### config.mk
export PLATFORM = sky130hd
export DESIGN_NAME = sbl_div
export DESIGN_NICKNAME = d
export VERILOG_FILES = /design/src/design/sbl_pkg.sv /design/src/design/sbl_div.sv
export SDC_FILE = /design/constraint.sdc
export NUM_CORES = 1
export LEC_CHECK = 0
export BUFFER_PORTS_ARGS = -buffer_cell sky130_fd_sc_hd__clkbuf_2
export CORE_UTILIZATION = 55
export DETAILED_ROUTE_END_ITERATION = 10
export GPL_TIMING_DRIVEN = 0
export PLACE_DENSITY = 0.8
export SYNTH_ARGS = -nofsm -noshare
export SYNTH_HDL_FRONTEND = slang
export SYNTH_SLANG_ARGS = --single-unit
### constraint.sdc
create_clock -name aclk -period 4 [get_ports aclk]
set_input_delay 0.4 -clock aclk [delete_from_list [all_inputs] [get_ports aclk]]
set_output_delay 0.4 -clock aclk [all_outputs]
set_load 0.01 [all_outputs]
### src/design/sbl_pkg.sv
`default_nettype none
package sbl_pkg;

    localparam int MAX_ENTRIES_DEF = 16;
    localparam int ID_BITS_DEF     = 16;
    // Width of index and count fields in the cell control word
    localparam int CTRL_W          = 7;

    localparam logic [15:0] ONE_Q15        = 16'h8000;
    localparam logic [4:0]  CAP_RESET      = 5'd16;
    localparam logic [6:0]  THR_RESET      = 7'd80;
    localparam logic [31:0] INTERVAL_RESET = 32'd300;

    // Operation codes of the input transaction
    localparam logic [2:0] MODE_ADD     = 3'd0;
    localparam logic [2:0] MODE_ACCESS  = 3'd1;
    localparam logic [2:0] MODE_GET     = 3'd2;
    localparam logic [2:0] MODE_DECAY   = 3'd3;
    localparam logic [2:0] MODE_CONSOL  = 3'd4;
    localparam logic [2:0] MODE_CLEAR   = 3'd5;
    localparam logic [2:0] MODE_STATS   = 3'd6;
    localparam logic [2:0] MODE_TICK    = 3'd7;

    // Register indexes on the config port
    localparam logic [1:0] REG_CAPACITY  = 2'd0;
    localparam logic [1:0] REG_THRESHOLD = 2'd1;
    localparam logic [1:0] REG_INTERVAL  = 2'd2;

    typedef enum logic [2:0] {
        CELL_HOLD,
        CELL_SHIFT,
        CELL_WRITE,
        CELL_DECAY,
        CELL_SORT
    } cell_op_t;

    // Control word broadcast to every cell of the chain
    typedef struct packed {
        cell_op_t          op;
        logic [CTRL_W-1:0] sel;
        logic [CTRL_W-1:0] fill;
        logic              phase;
        logic [15:0]       wr_score;
        logic [15:0]       keep;
    } cell_ctrl_t;

    // Saturate a signed value to the Q1.15 range 0..1.0
    function automatic logic [15:0] clamp_q15(input logic signed [17:0] v);
        logic [15:0] r;
        if (v < 18'sd0) begin
            r = 16'd0;
        end else if (v > 18'sd32768) begin
            r = ONE_Q15;
        end else begin
            r = v[15:0];
        end
        return r;
    endfunction

endpackage
`default_nettype wire

### src/design/sbl_div.sv
`default_nettype none
module sbl_div
    import sbl_pkg::*;
#(
    parameter int NW = 21,
    parameter int DW = 5
) (
    input  wire logic          aclk,
    input  wire logic          aresetn,
    input  wire logic          start,
    input  wire logic [NW-1:0] dividend,
    input  wire logic [DW-1:0] divisor,
    output logic               done,
    output logic      [NW-1:0] quotient
);

    localparam int CNTW = $clog2(NW + 1);

    logic            busy_reg, busy_next;
    logic            done_reg, done_next;
    logic [CNTW-1:0] cnt_reg, cnt_next;
    logic [DW-1:0]   rem_reg, rem_next;
    logic [DW-1:0]   div_reg, div_next;
    logic [NW-1:0]   quo_reg, quo_next;
    logic [DW:0]     trial;
    logic            ge;

    // Restoring division, one quotient bit per cycle
    always_comb begin
        busy_next = busy_reg;
        done_next = 1'b0;
        cnt_next  = cnt_reg;
        rem_next  = rem_reg;
        div_next  = div_reg;
        quo_next  = quo_reg;
        trial     = {rem_reg, quo_reg[NW-1]};
        ge        = trial >= {1'b0, div_reg};
        if (start) begin
            busy_next = 1'b1;
            cnt_next  = CNTW'(NW);
            rem_next  = '0;
            div_next  = divisor;
            quo_next  = dividend;
        end else if (busy_reg) begin
            rem_next = ge ? DW'(trial - {1'b0, div_reg}) : trial[DW-1:0];
            quo_next = {quo_reg[NW-2:0], ge};
            cnt_next = cnt_reg - CNTW'(1);
            if (cnt_reg == CNTW'(1)) begin
                busy_next = 1'b0;
                done_next = 1'b1;
            end
        end
    end

    always_ff @(posedge aclk) begin
        if (!aresetn) begin
            busy_reg <= 1'b0;
            done_reg <= 1'b0;
        end else begin
            busy_reg <= busy_next;
            done_reg <= done_next;
        end
    end

    always_ff @(posedge aclk) begin
        cnt_reg <= cnt_next;
        rem_reg <= rem_next;
        div_reg <= div_next;
        quo_reg <= quo_next;
    end

    assign done     = done_reg;
    assign quotient = quo_reg;

endmodule
`default_nettype wire

Word-level counts from Yosys, hierarchy flattened
Index checks and enable logic that the tools add are counted.
Operators by class
  eq/ne operators: 1
  reductions and logical operators: 2
  bitwise gates (word level): 2
  mux-type cells: 7
  add/sub/neg operators: 2
  $lt $le $gt $ge: 1
Operators with widths (count)
  21-bit two-way mux: 2
  6-bit by 5-bit >= comparator with 1-bit output: 1
  5-bit by 1-bit equality test with 1-bit output, second input constant: 1
  5-bit two-way mux: 1
  5-bit by 1-bit subtractor with 5-bit output, second input constant: 1
  5-bit subtractor: 1
  1-bit two-way mux: 4
  3-bit OR reduction: 1
  1-bit NOT: 2
  2-bit nonzero test: 1
Storage, ports and cells
  logic and storage cells: 21
  output and inout bits: 22
  bits in registers: 38

Depth between registers and ports, before layout
  depth in word-level cells: 4
  depth in mapped cells: 8
  gate-level depth less buffers: 8

Worst setup path before layout
Ideal clock, no wire load.
  path kind: register -> register
  start: register quo_reg[20] (netlist: quotient[20])
  end: register quo_reg[0] (netlist: quotient[0]), data pin
  library setup time: 0.260 ns
  path buffers: 0
  arrival time: 1.947 ns
  period minus slack after synthesis: 2.207 ns
  setup slack: 1.793 ns
  stages on the path, launching flop included: 9
  path through: edfxtp_1 > inv_1 > ha_1 > inv_1 > fa_1 > a211oi_1 > nor2_1 > or2_1 > mux2_2
On the way
  word-level cells in the longest chain between the ends: 3
Ends and longest elaborated chain
  start, declared: RTL line sbl_div.sv:24  | logic [NW-1:0] quo_reg, quo_next;
  start signal, assigned: RTL line sbl_div.sv:69  | quo_reg <= quo_next;
  6-bit by 5-bit >= comparator with 1-bit output: RTL line sbl_div.sv:37  | ge = trial >= {1'b0, div_reg};
  21-bit two-way mux: RTL line sbl_div.sv:44  | end else if (busy_reg) begin
  21-bit two-way mux: RTL line sbl_div.sv:38  | if (start) begin
  via quo_next[0]: RTL line sbl_div.sv:24
The timed path passes the listed nets, and every way through them passes these cells. The select of a mux whose other input is x is not followed.
A chain may end at the register's enable or synchronous reset.

Worst setup path in the final report
Ends and elaborated chain as after synthesis.

==> flow_metrics.tcl <==
set metrics [dict create \
    status "finished, final reports clean" \
    first_global_vias 1228 \
    die_area_um2 3480 \
    layout_setup_ws_ps 1680 \
    cp_data_required_time_ps 4100 \
    crit_chain "inv_1, ha_1, inv_1, fa_1, a211oi_1, nor2_1, or2_1, mux2_2" \
    row_count 20 \
    fin_nets 230 \
    numClockSinks 38 \
    ctsHtreeMaxLevel 2 \
    drv_cap 0 \
    cp-startpoint "quotient[20]" \
    slowest_delay_ps 430 \
    ys_seq_elements 38 \
    synth_nets 173 \
    hold_path_class "primary input to flop" \
    final_area_um2 2150 \
    gp_congestion 0.748 \
    worstSetupPathType "flop to flop" \
    numPortBuffers 50 \
    antenna_found_initial 0 \
    yosys_warnings 0 \
    start_util_pct 58.1 \
    cts.reportedPaths.clkPinSlew_ps 100 \
    worst_slew_pin_slew_ps 481 \
    async_reset_ff_share_pct 0 \
    cts_root_buffer "clkbuf_4" \
    grt_use_total_pct 20.2 \
    dpl_cell_area_um2 2090 \
    endpoint_kind "flop" \
    ys.flop_type "edfxtp_1" \
    finalMaxSlewViolations 0 \
    vias_per_cell 5.23 \
    finalSetupTns_ps 0 \
    drt_iter0_markers 37 \
    fin_util_pct 70.0 \
    hold_buffers 0 \
    synthXorXnorAreaFrac_pct 2.45 \
    synth_top_family_by_area "multiplexers" \
    dp_hpwl_um 2410 \
    rsz0062_at_grt "no" \
    hold_viol 0 \
    wl_um 3160 \
    synth-edff-count 26 \
    first_pass_iters 4 \
    synthesis.area_um2 1790 \
    synth_cell_type_count 40 \
    yosys.area_share.adder_pct 6.02 \
    vias 1244 \
    period_minus_slack_ps 2320 \
    rrSetupSlack_ps 1680 \
    cts_max_path_buffers 2 \
    clock_latency_ps 340 \
    core-area_um2 3080 \
    crit_fanout 7 \
    vdd_ir_drop_max_uv 263 \
    seq_area_frac_synth_pct 57.1 \
    reg2reg_from "quotient[20]" \
    syn_to_final_growth_pct 20.4 \
    finalCritPeriodShare_pct 58.0 \
    min-delay-start "divisor[4]" \
    cts_tree "built" \
    layout-drive-gt1-share_pct 43.3 \
    fmax_mhz 431 \
    die_w_um 59.0 \
    synth.avg_cell_area_um2 13.1 \
    largest_register_ff_count 21 \
    route.detailed.drc 0 \
    cts_setup_buffers 0 \
    p_per_area_nw_per_um2 396 \
    hold_slack_ps 230 \
    grt_max_degree 23 \
    synth_compound_area_share_pct 7.70 \
    post_cts_resized 0 \
    die_h_um 59.0 \
    synth_mux_area_share_pct 13.2 \
    numCtsBuffers 5 \
    slowest_stage "edfxtp_1" \
    ios 51 \
    grt_pass1_wl_um 5020 \
    yosys.area_share.simple_pct 10.4 \
    crit_top_cell "inv_1" \
    diodes 0 \
    wl_per_cell_um 13.3 \
    ant_nets 0 \
    grt-ovfl-total 0 \
    cp-start-kind "flop" \
    skew_ps 3.81 \
    dp_slack_ps 1690 \
    max_slew_margin_pct 67.1 \
    leakage_nw 0.939 \
    critPathTopFamily "adder cells" \
    critPathBufInv 2 \
    setup_viol 0 \
    netlist_instances 136 \
    arrival_ps 2420 \
]
cell type report:
| cell class | count | area, um2 |
|---|---|---|
| Clock inverter | 1 | 5.00 |
| Clock buffer | 7 | 55.1 |
| Tap cell | 44 | 55.1 |
| Fill cell | 226 | 925 |
| Buffer | 6 | 22.5 |
| Sequential cell | 38 | 1020 |
| Timing Repair Buffer | 50 | 250 |
| Multi-Input combinational cell | 83 | 711 |
| Inverter | 9 | 33.8 |
layout by cell type, fill, tap and decap left out, types with 5 or more instances in the layout:
cell       n
inv_1      9
nor2_1     6
clkbuf_4   5
ha_1       7
nand2_1    5
dfxtp_1   12
mux2_2    21
clkbuf_1   5
clkbuf_2  50
edfxtp_1  26
cells by family (layout without fill, tap and decap cells):
logic type | Yosys count | after routing
adder cells (fa/ha/maj) | 8 | 8
buffers and inverters | 15 | 73
AND/OR/NAND/NOR | 31 | 31
flip-flops | 38 | 38
multiplexers | 21 | 21
XOR/XNOR | 5 | 5
AO/OA/AOI/OAI | 18 | 18
metal layers:
| metal | track usage, % | wire [um] | up-vias |
|---|---|---|---|
| li1 | - | - | 619 |
| met3 | 9.39 | 213 | 13 |
| met1 | 22.7 | 1330 | 562 |
| met4 | 10.2 | 87 | 0 |
| met2 | 32.3 | 1530 | 50 |
| met5 | 0 | 0 | - |
Yosys cell counts, drive strengths merged (3+ instances only):
master   n  area [um2]
edfxtp  26         781
mux2    21         236
dfxtp   12         240
inv      9        33.8
ha       7        87.6
nor2     6        22.5
nand2    5        18.8
clkbuf   4        15.0
a21oi    3        15.0
nor4     3        18.8
xnor2    3        26.3
through the flow:
step | power, W | std cells
2_1_floorplan | 0.000596 | 136
3_3_place_gp | 0.000649 | 230
3_5_place_dp | 0.000657 | 230
4_1_cts | 0.000861 | 238
5_1_grt | 0.000897 | 238
6_report | 0.000853 | 238
power by group:
group	internal [W]	switching (W)
registers	0.000463	0.0000212
logic	0.0000805	0.0000836
clock network	0.0000852	0.000119
worst register-to-register path, stage by stage (launching register included):
cell,delay [ps]
edfxtp_1,430
inv_1,80
ha_1,150
inv_1,50
fa_1,420
a211oi_1,220
nor2_1,150
or2_1,310
mux2_2,270
final timing paths:
path,endpoint,cells past startpoint
worst max-delay path,quotient[0],8
worst min-delay path,div_reg[4],1
worst min register to register,cnt_reg[1],2
worst max register to register,quotient[0],8
Power figures use the tool's default switching activity.
