===== config.mk =====
export PLATFORM = sky130hd
export DESIGN_NAME = sbl_cell
export DESIGN_NICKNAME = d
export VERILOG_FILES = /design/src/design/sbl_pkg.sv /design/src/design/sbl_cell.sv
export SDC_FILE = /design/constraint.sdc
export NUM_CORES = 1
export LEC_CHECK = 0
export ABC_CLOCK_PERIOD_IN_PS = 6300
export BUFFER_PORTS_ARGS = -buffer_cell sky130_fd_sc_hd__buf_2
export CAP_MARGIN = 40
export CORE_MARGIN = 2
export CORE_UTILIZATION = 30
export DETAILED_ROUTE_END_ITERATION = 10
export PLACE_DENSITY = 0.55
export SYNTH_ARGS = -nofsm -noshare
export SYNTH_HDL_FRONTEND = slang
export SYNTH_SLANG_ARGS = --single-unit
export TNS_END_PERCENT = 10

===== constraint.sdc =====
create_clock -name aclk -period 6.3 [get_ports aclk]
set_input_delay 0 -clock aclk [delete_from_list [all_inputs] [get_ports aclk]]
set_output_delay 0 -clock aclk [all_outputs]
set_load 0.005 [all_outputs]

===== src/design/sbl_pkg.sv =====
`default_nettype none
package sbl_pkg;

    localparam int MAX_ENTRIES_DEF = 16;
    localparam int ID_BITS_DEF     = 16;
    // Width of index and count fields in the cell control word
    localparam int CTRL_W          = 7;

    localparam logic [15:0] ONE_Q15        = 16'h8000;
    localparam logic [4:0]  CAP_RESET      = 5'd16;
    localparam logic [6:0]  THR_RESET      = 7'd80;
    localparam logic [31:0] INTERVAL_RESET = 32'd300;

    // Operation codes of the input transaction
    localparam logic [2:0] MODE_ADD     = 3'd0;
    localparam logic [2:0] MODE_ACCESS  = 3'd1;
    localparam logic [2:0] MODE_GET     = 3'd2;
    localparam logic [2:0] MODE_DECAY   = 3'd3;
    localparam logic [2:0] MODE_CONSOL  = 3'd4;
    localparam logic [2:0] MODE_CLEAR   = 3'd5;
    localparam logic [2:0] MODE_STATS   = 3'd6;
    localparam logic [2:0] MODE_TICK    = 3'd7;

    // Register indexes on the config port
    localparam logic [1:0] REG_CAPACITY  = 2'd0;
    localparam logic [1:0] REG_THRESHOLD = 2'd1;
    localparam logic [1:0] REG_INTERVAL  = 2'd2;

    typedef enum logic [2:0] {
        CELL_HOLD,
        CELL_SHIFT,
        CELL_WRITE,
        CELL_DECAY,
        CELL_SORT
    } cell_op_t;

    // Control word broadcast to every cell of the chain
    typedef struct packed {
        cell_op_t          op;
        logic [CTRL_W-1:0] sel;
        logic [CTRL_W-1:0] fill;
        logic              phase;
        logic [15:0]       wr_score;
        logic [15:0]       keep;
    } cell_ctrl_t;

    // Saturate a signed value to the Q1.15 range 0..1.0
    function automatic logic [15:0] clamp_q15(input logic signed [17:0] v);
        logic [15:0] r;
        if (v < 18'sd0) begin
            r = 16'd0;
        end else if (v > 18'sd32768) begin
            r = ONE_Q15;
        end else begin
            r = v[15:0];
        end
        return r;
    endfunction

endpackage
`default_nettype wire


===== src/design/sbl_cell.sv =====
`default_nettype none
module sbl_cell
    import sbl_pkg::*;
#(
    parameter int IDX     = 0,
    parameter int ID_BITS = ID_BITS_DEF
) (
    input  wire logic               aclk,
    input  wire cell_ctrl_t         ctrl,
    input  wire logic [ID_BITS-1:0] wr_id,
    input  wire logic [ID_BITS-1:0] up_id,
    input  wire logic [15:0]        up_score,
    input  wire logic [ID_BITS-1:0] dn_id,
    input  wire logic [15:0]        dn_score,
    output logic      [ID_BITS-1:0] id_out,
    output logic      [15:0]        score_out
);

    localparam logic [CTRL_W-1:0] MY  = CTRL_W'(IDX);
    localparam logic [CTRL_W-1:0] MY1 = CTRL_W'(IDX + 1);
    localparam logic              ODD = 1'(IDX % 2);

    logic [ID_BITS-1:0] id_reg, id_next;
    logic [15:0]        score_reg, score_next;
    logic [31:0]        product;

    // Per-cell update: shift, load, scale or compare-exchange with a neighbor
    always_comb begin
        id_next    = id_reg;
        score_next = score_reg;
        product    = 32'(score_reg) * 32'(ctrl.keep);
        unique case (ctrl.op)
            CELL_HOLD: begin
            end
            CELL_SHIFT: begin
                if (MY >= ctrl.sel) begin
                    id_next    = up_id;
                    score_next = up_score;
                end
            end
            CELL_WRITE: begin
                if (MY == ctrl.sel) begin
                    id_next    = wr_id;
                    score_next = ctrl.wr_score;
                end
            end
            CELL_DECAY: begin
                score_next = product[30:15];
            end
            CELL_SORT: begin
                if (ODD == ctrl.phase) begin
                    // left side of a pair: take the larger neighbor
                    if (MY1 < ctrl.fill && score_reg < up_score) begin
                        id_next    = up_id;
                        score_next = up_score;
                    end
                end else if (IDX != 0 && MY < ctrl.fill && dn_score < score_reg) begin
                    id_next    = dn_id;
                    score_next = dn_score;
                end
            end
            default: begin
            end
        endcase
    end

    always_ff @(posedge aclk) begin
        id_reg    <= id_next;
        score_reg <= score_next;
    end

    assign id_out    = id_reg;
    assign score_out = score_reg;

endmodule
`default_nettype wire


After elaboration in Yosys (flattened, before gate mapping)
Index checks and enable logic that the tools add are counted.
W data, S select, Z words.
{"block": "totals", "ff_bits": 32, "out_inout_bits": 32}
{"block": "classes", "eq_ne": 8, "multipliers": 1, "order_cmp": 3, "mux": 10, "n_reduce_logical": 6}
{"operator": "$mux W16", "count": 8}
{"operator": "$pmux W16 S4", "count": 1}
{"operator": "$pmux W16 S3", "count": 1}
{"operator": "$mul A16 B16 Y31", "count": 1}
{"operator": "$lt A16 B16 Y1", "count": 1}
{"operator": "$reduce_and A5 Y1", "count": 2}
{"operator": "$ne A2 B2 Y1 const B", "count": 4}
{"operator": "$ge A1 B7 Y1 const A", "count": 1}
{"operator": "$logic_not A7 Y1", "count": 1}
{"operator": "$lt A1 B7 Y1 const A", "count": 1}
{"operator": "$eq A3 B2 Y1 const B", "count": 2}
{"operator": "$reduce_bool A4 Y1", "count": 1}
{"operator": "$eq A3 B1 Y1 const B", "count": 1}
{"operator": "$eq A3 B3 Y1 const B", "count": 1}
{"operator": "$reduce_bool A3 Y1", "count": 1}
{"operator": "$logic_and A1 B1 Y1", "count": 1}

Logic depth before layout (Yosys ltp)
Gate-level depths: netlist (run 1).
{"block": "depth", "depth_word": 5, "ltp_mapped": 22}

Worst setup path after synthesis (run 1)
OpenSTA, ideal clock, no wires.
{"block": "synth_timing", "kind": "register to register", "start": "reg score_reg[10] (netlist: score_out[10])", "end": "reg score_reg[12] (netlist: score_out[12]) (data pin)", "required_ps": 6039, "stages_incl_launch_ff": 20, "t_arrival_ps": 5428, "setup_ps": 261, "path_buffers": 1, "setup_slack_ps": 611, "path_cell_list": "edfxtp_1 > clkbuf_1 > nand2_1 > fa_1 > fa_1 > fa_1 > fa_1 > inv_1 > fa_1 > inv_1 > fa_1 > inv_1 > ha_1 > o21ai_1 > a21oi_1 > or2_0 > nor3b_1 > a21o_1 > a21oi_1 > a311o_1"}
{"block": "synth_between", "elab_chain_cells": 2}
{"element": "from (decl)", "line": "sbl_cell.sv:24", "rtl": "logic [15:0] score_reg, score_next;"}
{"element": "from (signal assigned)", "line": "sbl_cell.sv:69", "rtl": "score_reg <= score_next;"}
{"element": "$mul A16 B16 Y31", "line": "sbl_cell.sv:31", "rtl": "product = 32'(score_reg) * 32'(ctrl.keep);"}
{"element": "$pmux W16 S4", "line": "sbl_cell.sv:32", "rtl": "unique case (ctrl.op)"}
{"element": "via score_next[12]", "line": "sbl_cell.sv:24"}
The timed path passes the listed nets, and every way through them passes these cells.
A chain may end at the register's enable or synchronous reset.

Final worst setup path (run 1)
{"block": "layout_timing", "start": "reg score_reg[1] (netlist: score_out[1])", "end": "reg score_reg[13] (netlist: score_out[13]) (data pin)"}
Same word-level chain as after synthesis.

==> results.md, run 1 <==
Placed design:
- The final HPWL from detailed placement is 24,400 microns.
- After detailed placement, the design holds a cell count of 1,748.
- The worst setup slack after placement is 0.146 ns.
- During placement, the flow inserted port buffers numbering between 100 and 150.
- The final estimated routing congestion in global placement is about 0.91.

Cells and area:
- The flip-flop and latch area is a little under 0.001 sq mm.
- The number of fill cells is 3,540.
- The multi-input logic area is 0.00827 sq mm.
- The post-route non-filler standard cell count is 1,773.
- The area added between synthesis and finish is 16.9%.
- At the end of the flow, the number of nets in the layout was ~1,800.
- 0 antenna diodes ended up in the layout.
- The share of final-layout standard cells stronger than drive strength 1 is 17.5%.

Synthesis:
- The prevailing post-synth register cell is sky130_fd_sc_hd__edfxtp_1.
- The share of flip-flops with an asynchronous set or reset is 0%.
- Counting instances in the post-synthesis netlist gives the leading cell types as sky130_fd_sc_hd__inv_1 (250), sky130_fd_sc_hd__fa_1 (192), sky130_fd_sc_hd__nand2_1 (174).
- In this run the mean area of a mapped cell was 8.86 sq um.
- Yosys printed 0 warnings.
- The most frequently used cell type in the post-synthesis netlist is sky130_fd_sc_hd__inv_1.
- The synthesized design spends more area on one cell type than any other, namely sky130_fd_sc_hd__fa_1.
- The synthesized instance count is 1,164.
- By area the synthesized netlist is led by sky130_fd_sc_hd__fa_1 (37%), sky130_fd_sc_hd__ha_1 (14%), sky130_fd_sc_hd__edfxtp_1 (9.3%).
- The count of cell types in the netlist is 55.
- In this run the biggest area consumer among cell types represents 37.3% of the synthesized area.
- The number of synthesized flops with an enable pin is 32.
- Sequential cells were found to cover 9.32% of the synthesized design area.
- After synthesis the netlist holds a flip-flop and latch count of 32.
- The netlist area before placement is 0.0103 sq mm.
- The number of nets in the synthesized netlist is 1,599.

Clock network:
- Clock tree synthesis inserted a total of 5 buffers.
- TritonCTS built the clock tree.
- The H-tree depth is 2.
- Hold repair after CTS inserted 0 buffers.
- The clock input transition at the sequential cells of the worst setup and hold paths is 0.06 ns.
- The cell sitting at the root of the clock tree is a sky130_fd_sc_hd__clkbuf_16.
- The tree built by TritonCTS fans out to 32 sinks.
- The maximum buffer depth of the clock tree is 2.
- The later-pin clock latency in the skew report is between 0.2 and 0.3 ns.

Critical path:
- STA puts the critical path data required time at 6.33 ns.
- The category of the critical setup timing path is flip-flop to flip-flop.
- The startpoint identified for the worst register-to-register timing path is score_out[1].
- The endpoint arrival time on the critical path is 6.09 ns.
- The kind of end point of the critical path is a flip-flop.
- The capture point of the worst reg-to-reg path is score_out[13].
- The reg2reg setup slack is approximately 0.24 ns.
- The worst register-to-register path has a depth of 18.
- Of all nets on the critical path, the largest fanout is 9.
- The worst setup path is launched from a flip-flop.

Floorplanning:
- The area of the core is 0.0337 sq mm.
- The count of standard-cell rows is 67.
- The total I/O pin count is 163.
- The chip width is 189 microns.
- The initial utilization of the core area, before any placement, comes to a little under a third.
- The overall die area is between 0.03 and 0.04 sq mm.
- Measured along the y axis, the die boundary spans 189 microns.

Timing:
- Setup repair after global routing could not meet its margin everywhere.
- The number of failing setup endpoints in the final timing report is 0.
- Clock skew on the completed layout was measured at 0.00443 ns.
- The headroom to the max-slew limit is 56.9%.
- At the pin with the least slew margin, the transition time is 0.638 ns.
- The worst path setup slack after routing is about 0.24 ns.
- The final hold violation count is 0.
- The minimum clock period is 6.06 ns.
- The final sum of negative setup slack is 0 ns.
- Based on the critical path, the design can be clocked at up to approximately 0.16 GHz.
- The count of final max-slew check failures is 0.
- Of the available clock period, the critical path in the final layout requires 96.2%.
- On the final layout, the worst hold slack is between 0.015 and 0.02 ns.

Hold path:
- The kind of path behind the tightest hold check is input pin to flip-flop.
- The worst hold path passes through 2 cells.
- The startpoint identified for the worst hold timing path is up_id[8].
- The terminating pin of the worst hold path is id_out[8].

Route:
- The first detailed-routing pass took 5 iterations.
- The count of nets left with antenna violations after detail routing is 0.
- Dividing the detail-routed via count by the number of cells gives about 4.7.
- The detail-routed net length per standard cell is 16.2 microns.
- The final wirelength is 28,800 microns.
- The routed layout has 8,394 vias.
- For this run, design rule violations remaining after detail routing come to 0.
- The initial DRC count is 433.

Global routing:
- Summed over all layers, the global routing overflow is 0.
- The first global-routing pass estimated 47,400 microns of wire.
- The initial antenna violation count came to 0.
- The aggregate global-route resource usage is between 15 and 20%.
- The number of global-route vias before repair was 8,923.
- Entering global routing, the biggest net connects 26 pins.

Job:
- Max-cap violations in this run came to 0.

Run status:
- The run finished with clean final reports.
-- per-stage QoR --
stage          instance area (sq um)  utilization [%]
2_1_floorplan                  10300                -
3_3_place_gp                   11800             34.9
6_report                       12100             35.8
5_1_grt                        12100             35.8
3_5_place_dp                   11800             34.9
4_1_cts                        11900             35.3
-- logic make-up after synthesis --
logic type                 after synthesis  share of synthesized area [%]
muxes                                   17                           1.84
xor gates and xnor gates                21                           1.78
and+or+nand+nor                        362                           17.3
buffers and inverters                  295                           10.7
adders and majority gates              304                           50.8
AOI/OAI and AO/OA                      133                           8.18
DFF                                     32                           9.32
-- worst max-delay path, cell delays in order, from the launching register on --
cell                        delay (ns)
sky130_fd_sc_hd__edfxtp_1         0.73
sky130_fd_sc_hd__nand2_1          0.15
sky130_fd_sc_hd__fa_1             0.52
sky130_fd_sc_hd__fa_1             0.50
sky130_fd_sc_hd__inv_1            0.05
sky130_fd_sc_hd__fa_1             0.51
sky130_fd_sc_hd__fa_1             0.46
sky130_fd_sc_hd__fa_1             0.52
sky130_fd_sc_hd__inv_1            0.06
sky130_fd_sc_hd__fa_1             0.48
sky130_fd_sc_hd__inv_1            0.05
sky130_fd_sc_hd__ha_1             0.34
sky130_fd_sc_hd__a21oi_1          0.32
sky130_fd_sc_hd__clkinv_1         0.13
sky130_fd_sc_hd__a31oi_2          0.22
sky130_fd_sc_hd__a31oi_2          0.17
sky130_fd_sc_hd__a221oi_2         0.33
sky130_fd_sc_hd__xnor2_1          0.12
sky130_fd_sc_hd__a2bb2oi_1        0.13
-- metal layers --
metal | global-route usage [%] | routed length (microns) | vias up
li1 | - | - | 3934
met1 | 23.2 | 13400 | 4206
met2 | 27.8 | 13700 | 228
met3 | 1.87 | 1300 | 26
met4 | 3.67 | 449 | 0
met5 | 0 | 0 | -
-- cell type report --
type	count	share of cell area (%)
multi-input cells	837	68.6
repair buffers	197	9.80
flip-flops and latches	32	7.97
inverters	251	7.81
well taps	448	4.65
clock buffers	5	1.04
clock inverters	3	0.156
-- layout by cell type (no fill, tap or decap), types with 6 or more instances in the layout --
cell,netlist,routed
sky130_fd_sc_hd__fa_1,192,192
sky130_fd_sc_hd__a21o_1,7,7
sky130_fd_sc_hd__mux2_2,16,16
sky130_fd_sc_hd__ha_1,112,112
sky130_fd_sc_hd__buf_2,1,129
sky130_fd_sc_hd__nand3_1,6,6
sky130_fd_sc_hd__o21ai_0,14,13
sky130_fd_sc_hd__o21ai_1,17,18
sky130_fd_sc_hd__inv_1,250,250
sky130_fd_sc_hd__nand2_1,174,174
sky130_fd_sc_hd__nor3b_1,12,11
sky130_fd_sc_hd__nor3_1,8,8
sky130_fd_sc_hd__nand4_1,8,8
sky130_fd_sc_hd__and2_1,112,112
sky130_fd_sc_hd__nor2_1,24,24
sky130_fd_sc_hd__buf_4,0,66
sky130_fd_sc_hd__xnor2_1,14,14
sky130_fd_sc_hd__xor2_1,7,7
sky130_fd_sc_hd__edfxtp_1,32,32
sky130_fd_sc_hd__a21oi_1,47,45
-- sequential cells by signal, summed over array words and instances, names as in the netlist --
register / count
id_out: 16
score_out: 16
-- worst max path at each step --
stage | from | to | slack, ns | cells past startpoint
floorplan | score_out[10] | score_out[12] | 0.61 | 19
global route | score_out[7] | score_out[15] | -0.07 | 21
global placement | score_out[7] | score_out[13] | 0.15 | 19
finish | score_out[1] | score_out[13] | 0.24 | 18
CTS | score_out[7] | score_out[15] | 0.12 | 20
detailed placement | score_out[8] | score_out[15] | 0.15 | 19
-- timing repair --
item	4_1_cts	5_1_grt
setup buffers	0	17
setup endpoints to repair	0	9
resized for setup	0	4
Power of run 1 is not shown: default switching activity piles up to over one toggle a cycle in this logic, so the estimate is an artifact.
==> inputs of run 2 (changes only) <==
BUFFER_PORTS_ARGS = not set   (was -buffer_cell sky130_fd_sc_hd__buf_2)
CORE_UTILIZATION = 60   (was 30)
DONT_BUFFER_PORTS = 1   (was not set)
PLACE_DENSITY = 0.83   (was 0.55)
==> run 2 against run 1 <==
Effect of this change:
- maximum frequency is 2.2% lower
- setup slack got worse by 0.14 ns
- sequential cell count is the same
- critical path depth increased by 1
==> results.md, run 2 (same netlist as run 1, synthesis figures left out) <==
Floorplanning:
- The die extent in y came to 135 microns (-29%).
- The overall die area is 0.0183 sq mm (-49%).
- The initial cell density of the core is 61.8% (+31 points).
- The area of the core was 0.0167 sq mm (-50%).
- The total I/O pin count came to 163 (unchanged).
- The count of standard-cell rows was 47 (-30%).
- The chip width is 135 microns (-29%).

Placed design:
- The total placed cells including tap cells is 1,375 (-21%).
- The count of input and output buffers is 0 (-100%).
- The worst setup slack after placement was 0.215 ns (+0.0690 ns).
- The final estimated routing congestion in global placement is 0.974 (+6.9%).
- The final HPWL from detailed placement is 21,200 microns (-13%).

Timing:
- The headroom to the max-slew limit is 51.7% (-5.2 points).
- The number of failing setup endpoints in the final timing report is 0 (unchanged).
- The minimum clock period was 6.20 ns (+0.137 ns).
- The count of final max-slew check failures is 0 (unchanged).
- The final setup skew is 0.0109 ns (+0.00649 ns).
- The share of the cycle needed by the critical path after routing was 98.4% (+2.2 points).
- The final sum of negative setup slack was 0 ns (unchanged).
- The achievable clock frequency came to 0.161 GHz (-2.2%).
- The slew at the pin with the worst max-slew slack is 0.722 ns (+0.0837 ns).
- The worst path setup slack after routing was 0.102 ns (-0.137 ns).
- The final hold violation count is 0 (unchanged).

Global routing:
- The initial antenna violation count was 2 (+2).
- The aggregate global-route resource usage was 32.3% (+16 points).
- The leftover overflow at the end of global routing is 0 (unchanged).
- In this run the most used layer during global routing was met2.
- The met2 demand-to-capacity share in global routing is 57.1% (+29 points).
- The maximum number of pins on one net before global-route repair came to 30 (+15%).
- The number of global-route vias before repair is 9,391 (+5.2%).
- The global routing usage on met3 came to 3.64% (+1.8 points).
- The first-pass GRT wire length came to 46,200 microns (-2.6%).
- The met1 routing resource usage after global routing came to 40.2% (+17 points).

Cells and area:
- From synthesis to final layout, the design area changed by 11.1%.
- The share of final-layout standard cells stronger than drive strength 1 came to 6.64% (-11 points).
- The post-route non-filler standard cell count came to 1,442 (-19%).
- The post-route core utilization is 68.6% (+33 points).
- The library cell used most frequently in the layout, excluding fill and tap cells, is sky130_fd_sc_hd__inv_1.
- In the layout the commonest cells are sky130_fd_sc_hd__inv_1 (250), sky130_fd_sc_hd__fa_1 (192), sky130_fd_sc_hd__nand2_1 (174).
- The final net count came to 1,654 (-6.0%).

Clock network:
- The later-pin clock latency in the skew report was 0.29 ns (about the same).
- The H-tree depth is 2 (unchanged).
- The TritonCTS clock tree is yes.
- The number of buffers added by the clock tree synthesis step came to 5 (unchanged).
- The buffer cell driving the clock tree root is sky130_fd_sc_hd__clkbuf_16.
- The clock net sink count is 32 (unchanged).
- The maximum buffer depth of the clock tree is 2 (unchanged).
- The clock input transition at the sequential cells of the worst setup and hold paths is 0.06 ns (about the same).

Job:
- The max-cap check violation count is 0 (unchanged).

Route:
- The final wirelength is 27,900 microns (-3.2%).
- The count of nets left with antenna violations after detail routing is 0 (unchanged).
- The detailed-router iteration count before antenna repair is 5 (unchanged).
- The final routed DRC violation total is 0 (unchanged).
- The post-detailed-route via-to-cell ratio is 5.84 (+23%).
- The initial DRC count came to 581 (+34%).
- The detail-routed net length per standard cell was 19.3 microns (+19%).
- The number of vias after detailed routing came to 8,426 (+0.38%).

Critical path:
- The kind of end point of the critical path is a flip-flop.
- The category of the critical setup timing path is flip-flop to flip-flop.
- The kind of start point of the critical path is a flip-flop.
- The worst path required time is 6.32 ns (about the same).
- The critical path goes through and2_1, fa_1, inv_1, fa_1, fa_1, fa_1, inv_1, fa_1, inv_1, fa_1, inv_1, ha_1, nand4_1, nor3_1, a22oi_1, a21oi_1, nand4_1, a31oi_1, a211oi_1.
- The top fanout value on the critical path was 7 (-2).
- By instance count, the cell type seen most on the critical path is sky130_fd_sc_hd__fa_1.
- The slowest stage of the critical path belongs to the cell sky130_fd_sc_hd__fa_1.
- The endpoint arrival time on the critical path is 6.21 ns (+0.12 ns).
- The largest stage delay on the critical path is 0.56 ns (-0.17 ns).

Run status:
- The flow ran to the end, and the final reports show no timing, DRC or antenna violations.

Hold path:
- In this run the worst hold path is classified as input pin to flip-flop.
run 2: changes by cell type in the layout (fill, tap and decap cells not counted), sizes merged:
cell         previous run  this run
buf                   197        46
clkinv                  4         2
clkinvlp                0         2
diode                   0         2
dlygate4sd3             0        46
run 2: critical path, delay by kind of cell (launching register included):
kind	cells	cell delay [ns]
fa+ha+maj	7	3.46
simple gates	4	0.86
compound gates	4	0.85
flops	1	0.55
buf+inv	4	0.21
run 2: worst paths after layout:
kind	from	endpoint	slack, ns	depth (start not counted)
min	up_score[6]	score_out[6]	0.0006	2
min reg2reg	score_out[10]	id_out[12]	1.37	7
max	score_out[7]	score_out[10]	0.10	19
max reg2reg	score_out[7]	score_out[10]	0.10	19
run 2: layout make-up:
class                   instances  area (sq um)
clock buffers                   5           125
flip-flops and latches         32           961
diodes                          2          5.00
inverters                     251           942
clock inverters                 3          23.8
repair buffers                 92           863
fillers                      1289          5240
well taps                     220           275
multi-input cells             837          8270
run 2: what timing repair did:
action,4_1_cts,5_1_grt
setup buffers,0,11
endpoints found under the setup margin,0,7
hold endpoints to repair,29,0
hold buffers,46,0
resized for setup,0,5
run 2: layer usage:
metal  vias to the layer above  part of all wire (%)
li1                       3723                     -
met1                      4209                    37
met2                       394                    51
met3                       100                   7.7
met4                         0                   4.6
met5                         -                     0
run 2: per-stage QoR:
stage	instance area [sq um]	hold WS, ns
3_3_place_gp	10700	0.200
6_report	11500	0.000587
5_1_grt	11500	0.00895
2_1_floorplan	10300	0.194
3_5_place_dp	10700	0.218
4_1_cts	11300	0.00600
Power of run 2 is left out for the same reason.
==> inputs of run 3 (changes only) <==
ABC_AREA = 1   (was not set)
CTS_BUF_LIST = sky130_fd_sc_hd__clkbuf_8   (was not set)
SLEW_MARGIN = 20   (was not set)
==> run 3 against run 2 <==
Effect of this change:
- largest cell class unchanged
- register-to-register slack better by 0.25 ns
- non-clock buffer count is 5 lower
- critical path depth up 2
==> results.md, run 3 <==
Critical path:
- The largest stage delay on the critical path is 0.87 ns (+0.31 ns).
- The startpoint identified for the worst register-to-register timing path is score_out[7].
- The most repeated library cell on the critical path is sky130_fd_sc_hd__fa_1.
- The endpoint arrival time on the critical path is 6.00 ns (-0.21 ns).
- The number of cells on the worst reg-to-reg path is 21 (+2).
- Among all stages on the critical path, the largest delay is contributed by sky130_fd_sc_hd__edfxtp_1.
- The worst path required time is 6.35 ns (+0.03 ns).
- The reg2reg setup slack was 0.35 ns (+0.25 ns).
- The kind of start point of the critical path is a flip-flop.
- The critical path is of the flip-flop to flip-flop type.
- The top fanout value on the critical path was 15 (+8).
- The kind of end point of the critical path is a flip-flop.
- In this run the critical register-to-register path is captured at score_out[5].
- Walking the worst path, the cells encountered are buf_4, nand2_1, fa_1, inv_1, fa_1, fa_1, fa_1, fa_1, inv_1, fa_1, inv_1, ha_1, nand2_1, nor2_1, inv_1, nor2_1, nand3_1, nand3_1, nand2_1, nand3_1, nand2_1.

Synthesis:
- In the synthesized netlist the dominant register cell turns out to be sky130_fd_sc_hd__edfxtp_1.
- The largest area contributor in the synthesized netlist is sky130_fd_sc_hd__fa_1.
- The share of the yosys chip area belonging to registers is 8.76% (-0.56 points).
- The count of cell types in the netlist is 28 (-49%).
- The number of warnings reported in the yosys synthesis log is 0 (unchanged).
- The top cell type's share of synthesized area is 35.0% (-2.2 points).
- The most frequently used cell type in the post-synthesis netlist is sky130_fd_sc_hd__nand2_1.
- The number of synthesized flops with an enable pin is 32 (unchanged).
- The share of flip-flops with an asynchronous set or reset is 0% (unchanged).
- The synthesized instance count came to 1,526 (+31%).
- The netlist area before placement came to 0.0110 sq mm (+6.4%).
- The synthesized flop and latch total is 32 (unchanged).
- Counting instances in the post-synthesis netlist gives the leading cell types as sky130_fd_sc_hd__nand2_1 (473), sky130_fd_sc_hd__inv_1 (444), sky130_fd_sc_hd__fa_1 (192).
- The number of nets in the synthesized netlist is 1,961 (+23%).
- The average instance area after synthesis came to 7.19 sq um (-19%).
- Yosys attributes the largest share of cell area to sky130_fd_sc_hd__fa_1 (35%), sky130_fd_sc_hd__nand2_1 (16%), sky130_fd_sc_hd__inv_1 (15%).

Cells and area:
- The share of final-layout standard cells stronger than drive strength 1 is 2.64% (-4.0 points).
- The final net count is 1,989 (+20%).
- The area of all placed cells without fillers is 0.0120 sq mm (+4.3%).
- The number of inserted diodes was 0 (-2).
- The area growth from synthesis to layout is 8.93%.
- In the layout the commonest cells are sky130_fd_sc_hd__nand2_1 (473), sky130_fd_sc_hd__inv_1 (444), sky130_fd_sc_hd__fa_1 (192).
- The library cell used most frequently in the layout, excluding fill and tap cells, is sky130_fd_sc_hd__nand2_1.

Global routing:
- The leftover overflow at the end of global routing is 0 (unchanged).
- The first-pass GRT wire length is 50,200 microns (+8.7%).
- The maximum number of pins on one net before global-route repair is 23 (-23%).
- The initial antenna violation count is 0 (-2).
- The number of global-route vias before repair is 10,600 (+13%).
- The aggregate global-route resource usage is 32.2% (-0.094 points).

Clock network:
- The number of buffers added by the clock tree synthesis step is 5 (unchanged).
- The buffer cell driving the clock tree root is sky130_fd_sc_hd__clkbuf_8.
- The maximum buffer depth of the clock tree is 2 (unchanged).
- The later-pin clock latency in the skew report is 0.30 ns (about the same).
- The clock net sink count is 32 (unchanged).
- The post-cts resize count was 0 (unchanged).
- The clock input transition at the sequential cells of the worst setup and hold paths is 0.08 ns (+0.02 ns).
- The H-tree depth is 2 (unchanged).
- TritonCTS built the clock tree.

Route:
- The detail-routed net length per standard cell is 16.7 microns (-13%).
- The initial DRC count is 638 (+9.8%).
- The detailed-router iteration count before antenna repair is 5 (unchanged).
- The final wirelength is 29,800 microns (+7.1%).
- The number of vias after detailed routing is 9,676 (+15%).
- The count of nets left with antenna violations after detail routing is 0 (unchanged).
- The final routed DRC violation total is 0 (unchanged).
- The post-detailed-route via-to-cell ratio is 5.42 (-7.2%).

Timing:
- The share of the cycle needed by the critical path after routing came to 94.5% (-3.9 points).
- The slew at the pin with the worst max-slew slack was 0.797 ns (+0.0745 ns).
- The final setup skew is 0.0105 ns (-0.000424 ns).
- The minimum clock period was 5.95 ns (-0.245 ns).
- The achievable clock frequency was 0.168 GHz (+4.1%).
- The headroom to the max-slew limit is 46.9% (-4.8 points).
- The number of failing setup endpoints in the final timing report is 0 (unchanged).
- The count of final max-slew check failures is 0 (unchanged).
- The final sum of negative setup slack came to 0 ns (unchanged).
- The worst hold margin was 0.106 ns (+0.105 ns).
- The final hold violation count is 0 (unchanged).
- Setup repair after global routing left no endpoint under its margin.

Floorplanning:
- The chip width is 139 microns (+3.0%).
- The initial cell density of the core is 61.1% (-0.68 points).
- The die extent in y is 139 microns (+3.0%).
- The overall die area is 0.0194 sq mm (+6.2%).
- The total I/O pin count came to 163 (unchanged).
- The count of standard-cell rows is 49 (+4.3%).
- The area of the core is 0.0180 sq mm (+7.6%).

Run status:
- The flow ran to the end, and the final reports show no timing, DRC or antenna violations.

Hold path:
- The startpoint identified for the worst hold timing path is up_score[2].
- The min-delay analysis places its worst path in the category input pin to flip-flop.
- The terminating pin of the worst hold path is score_out[2].
- The worst hold path depth was 3 (+1).

Placed design:
- The final HPWL from detailed placement is 23,200 microns (+9.4%).
- The final estimated routing congestion in global placement is 0.939 (-3.7%).
- The instance area after placement is 0.0112 sq mm (+4.7%).
- The count of input and output buffers was 0 (unchanged).

Job:
- The max-cap check violation count is 0 (unchanged).
## run 3: layout make-up
type                       count  area (sq um)
sequential                    32           961
timing repair buffer          87           827
inverter                     447          1680
clock inverter                 3          46.3
fill                        1434          6010
multi-input combinational    981          8090
tap                          229           287
clock buffer                   5          68.8
## run 3: routing by layer
| layer | global-route usage [%] | routed length, microns | up-vias |
|---|---|---|---|
| li1 | - | - | 4451 |
| met1 | 38.4 | 11100 | 4600 |
| met2 | 56.8 | 14700 | 492 |
| met3 | 5.47 | 2460 | 133 |
| met4 | 15.2 | 1530 | 0 |
| met5 | 0 | 0 | - |
## run 3: per-stage QoR
stage | util (%) | instances | setup slack [ns]
after floorplan | - | 1526 | 0.819
after global placement | 62.3 | 1712 | 0.450
after detailed placement | 62.4 | 1713 | 0.419
after CTS | 66.5 | 1784 | 0.407
after global routing | 66.5 | 1784 | 0.0482
final | 66.5 | 1784 | 0.347
## run 3: worst max path at each step
| stage | end | slack, ns | startpoint | depth (start not counted) |
|---|---|---|---|---|
| global route | score_out[7] | 0.05 | score_out[7] | 22 |
| CTS | score_out[7] | 0.41 | score_out[7] | 22 |
| detailed placement | score_out[10] | 0.42 | score_out[7] | 22 |
| global placement | score_out[10] | 0.45 | score_out[7] | 22 |
| finish | score_out[5] | 0.35 | score_out[7] | 21 |
| floorplan | score_out[6] | 0.82 | score_out[10] | 24 |
## run 3: cells by family (layout without fill, tap and decap cells)
| logic type | Yosys count | in the layout | synth area share, % |
|---|---|---|---|
| XOR/XNOR | 4 | 4 | 0.319 |
| buffers and inverters | 513 | 542 | 17.6 |
| AO/OA/AOI/OAI | 81 | 81 | 4.25 |
| AND/OR/NAND/NOR | 592 | 592 | 21.3 |
| adder cells (fa/ha/maj) | 304 | 304 | 47.8 |
| flip-flops | 32 | 32 | 8.76 |
## run 3: worst max-delay path, delay by kind of cell (launching register included)
family | cells | cell delay [ns]
simple gates | 9 | 1.01
flops | 1 | 0.87
fa+ha+maj | 7 | 3.33
buf+inv | 5 | 0.51
## run 3: timing repair
action | 4_1_cts | 5_1_grt
buffers inserted | 0 | 0
hold buffers | 63 | 0
endpoints found under the hold margin | 32 | 0
Power of run 3 is left out for the same reason.
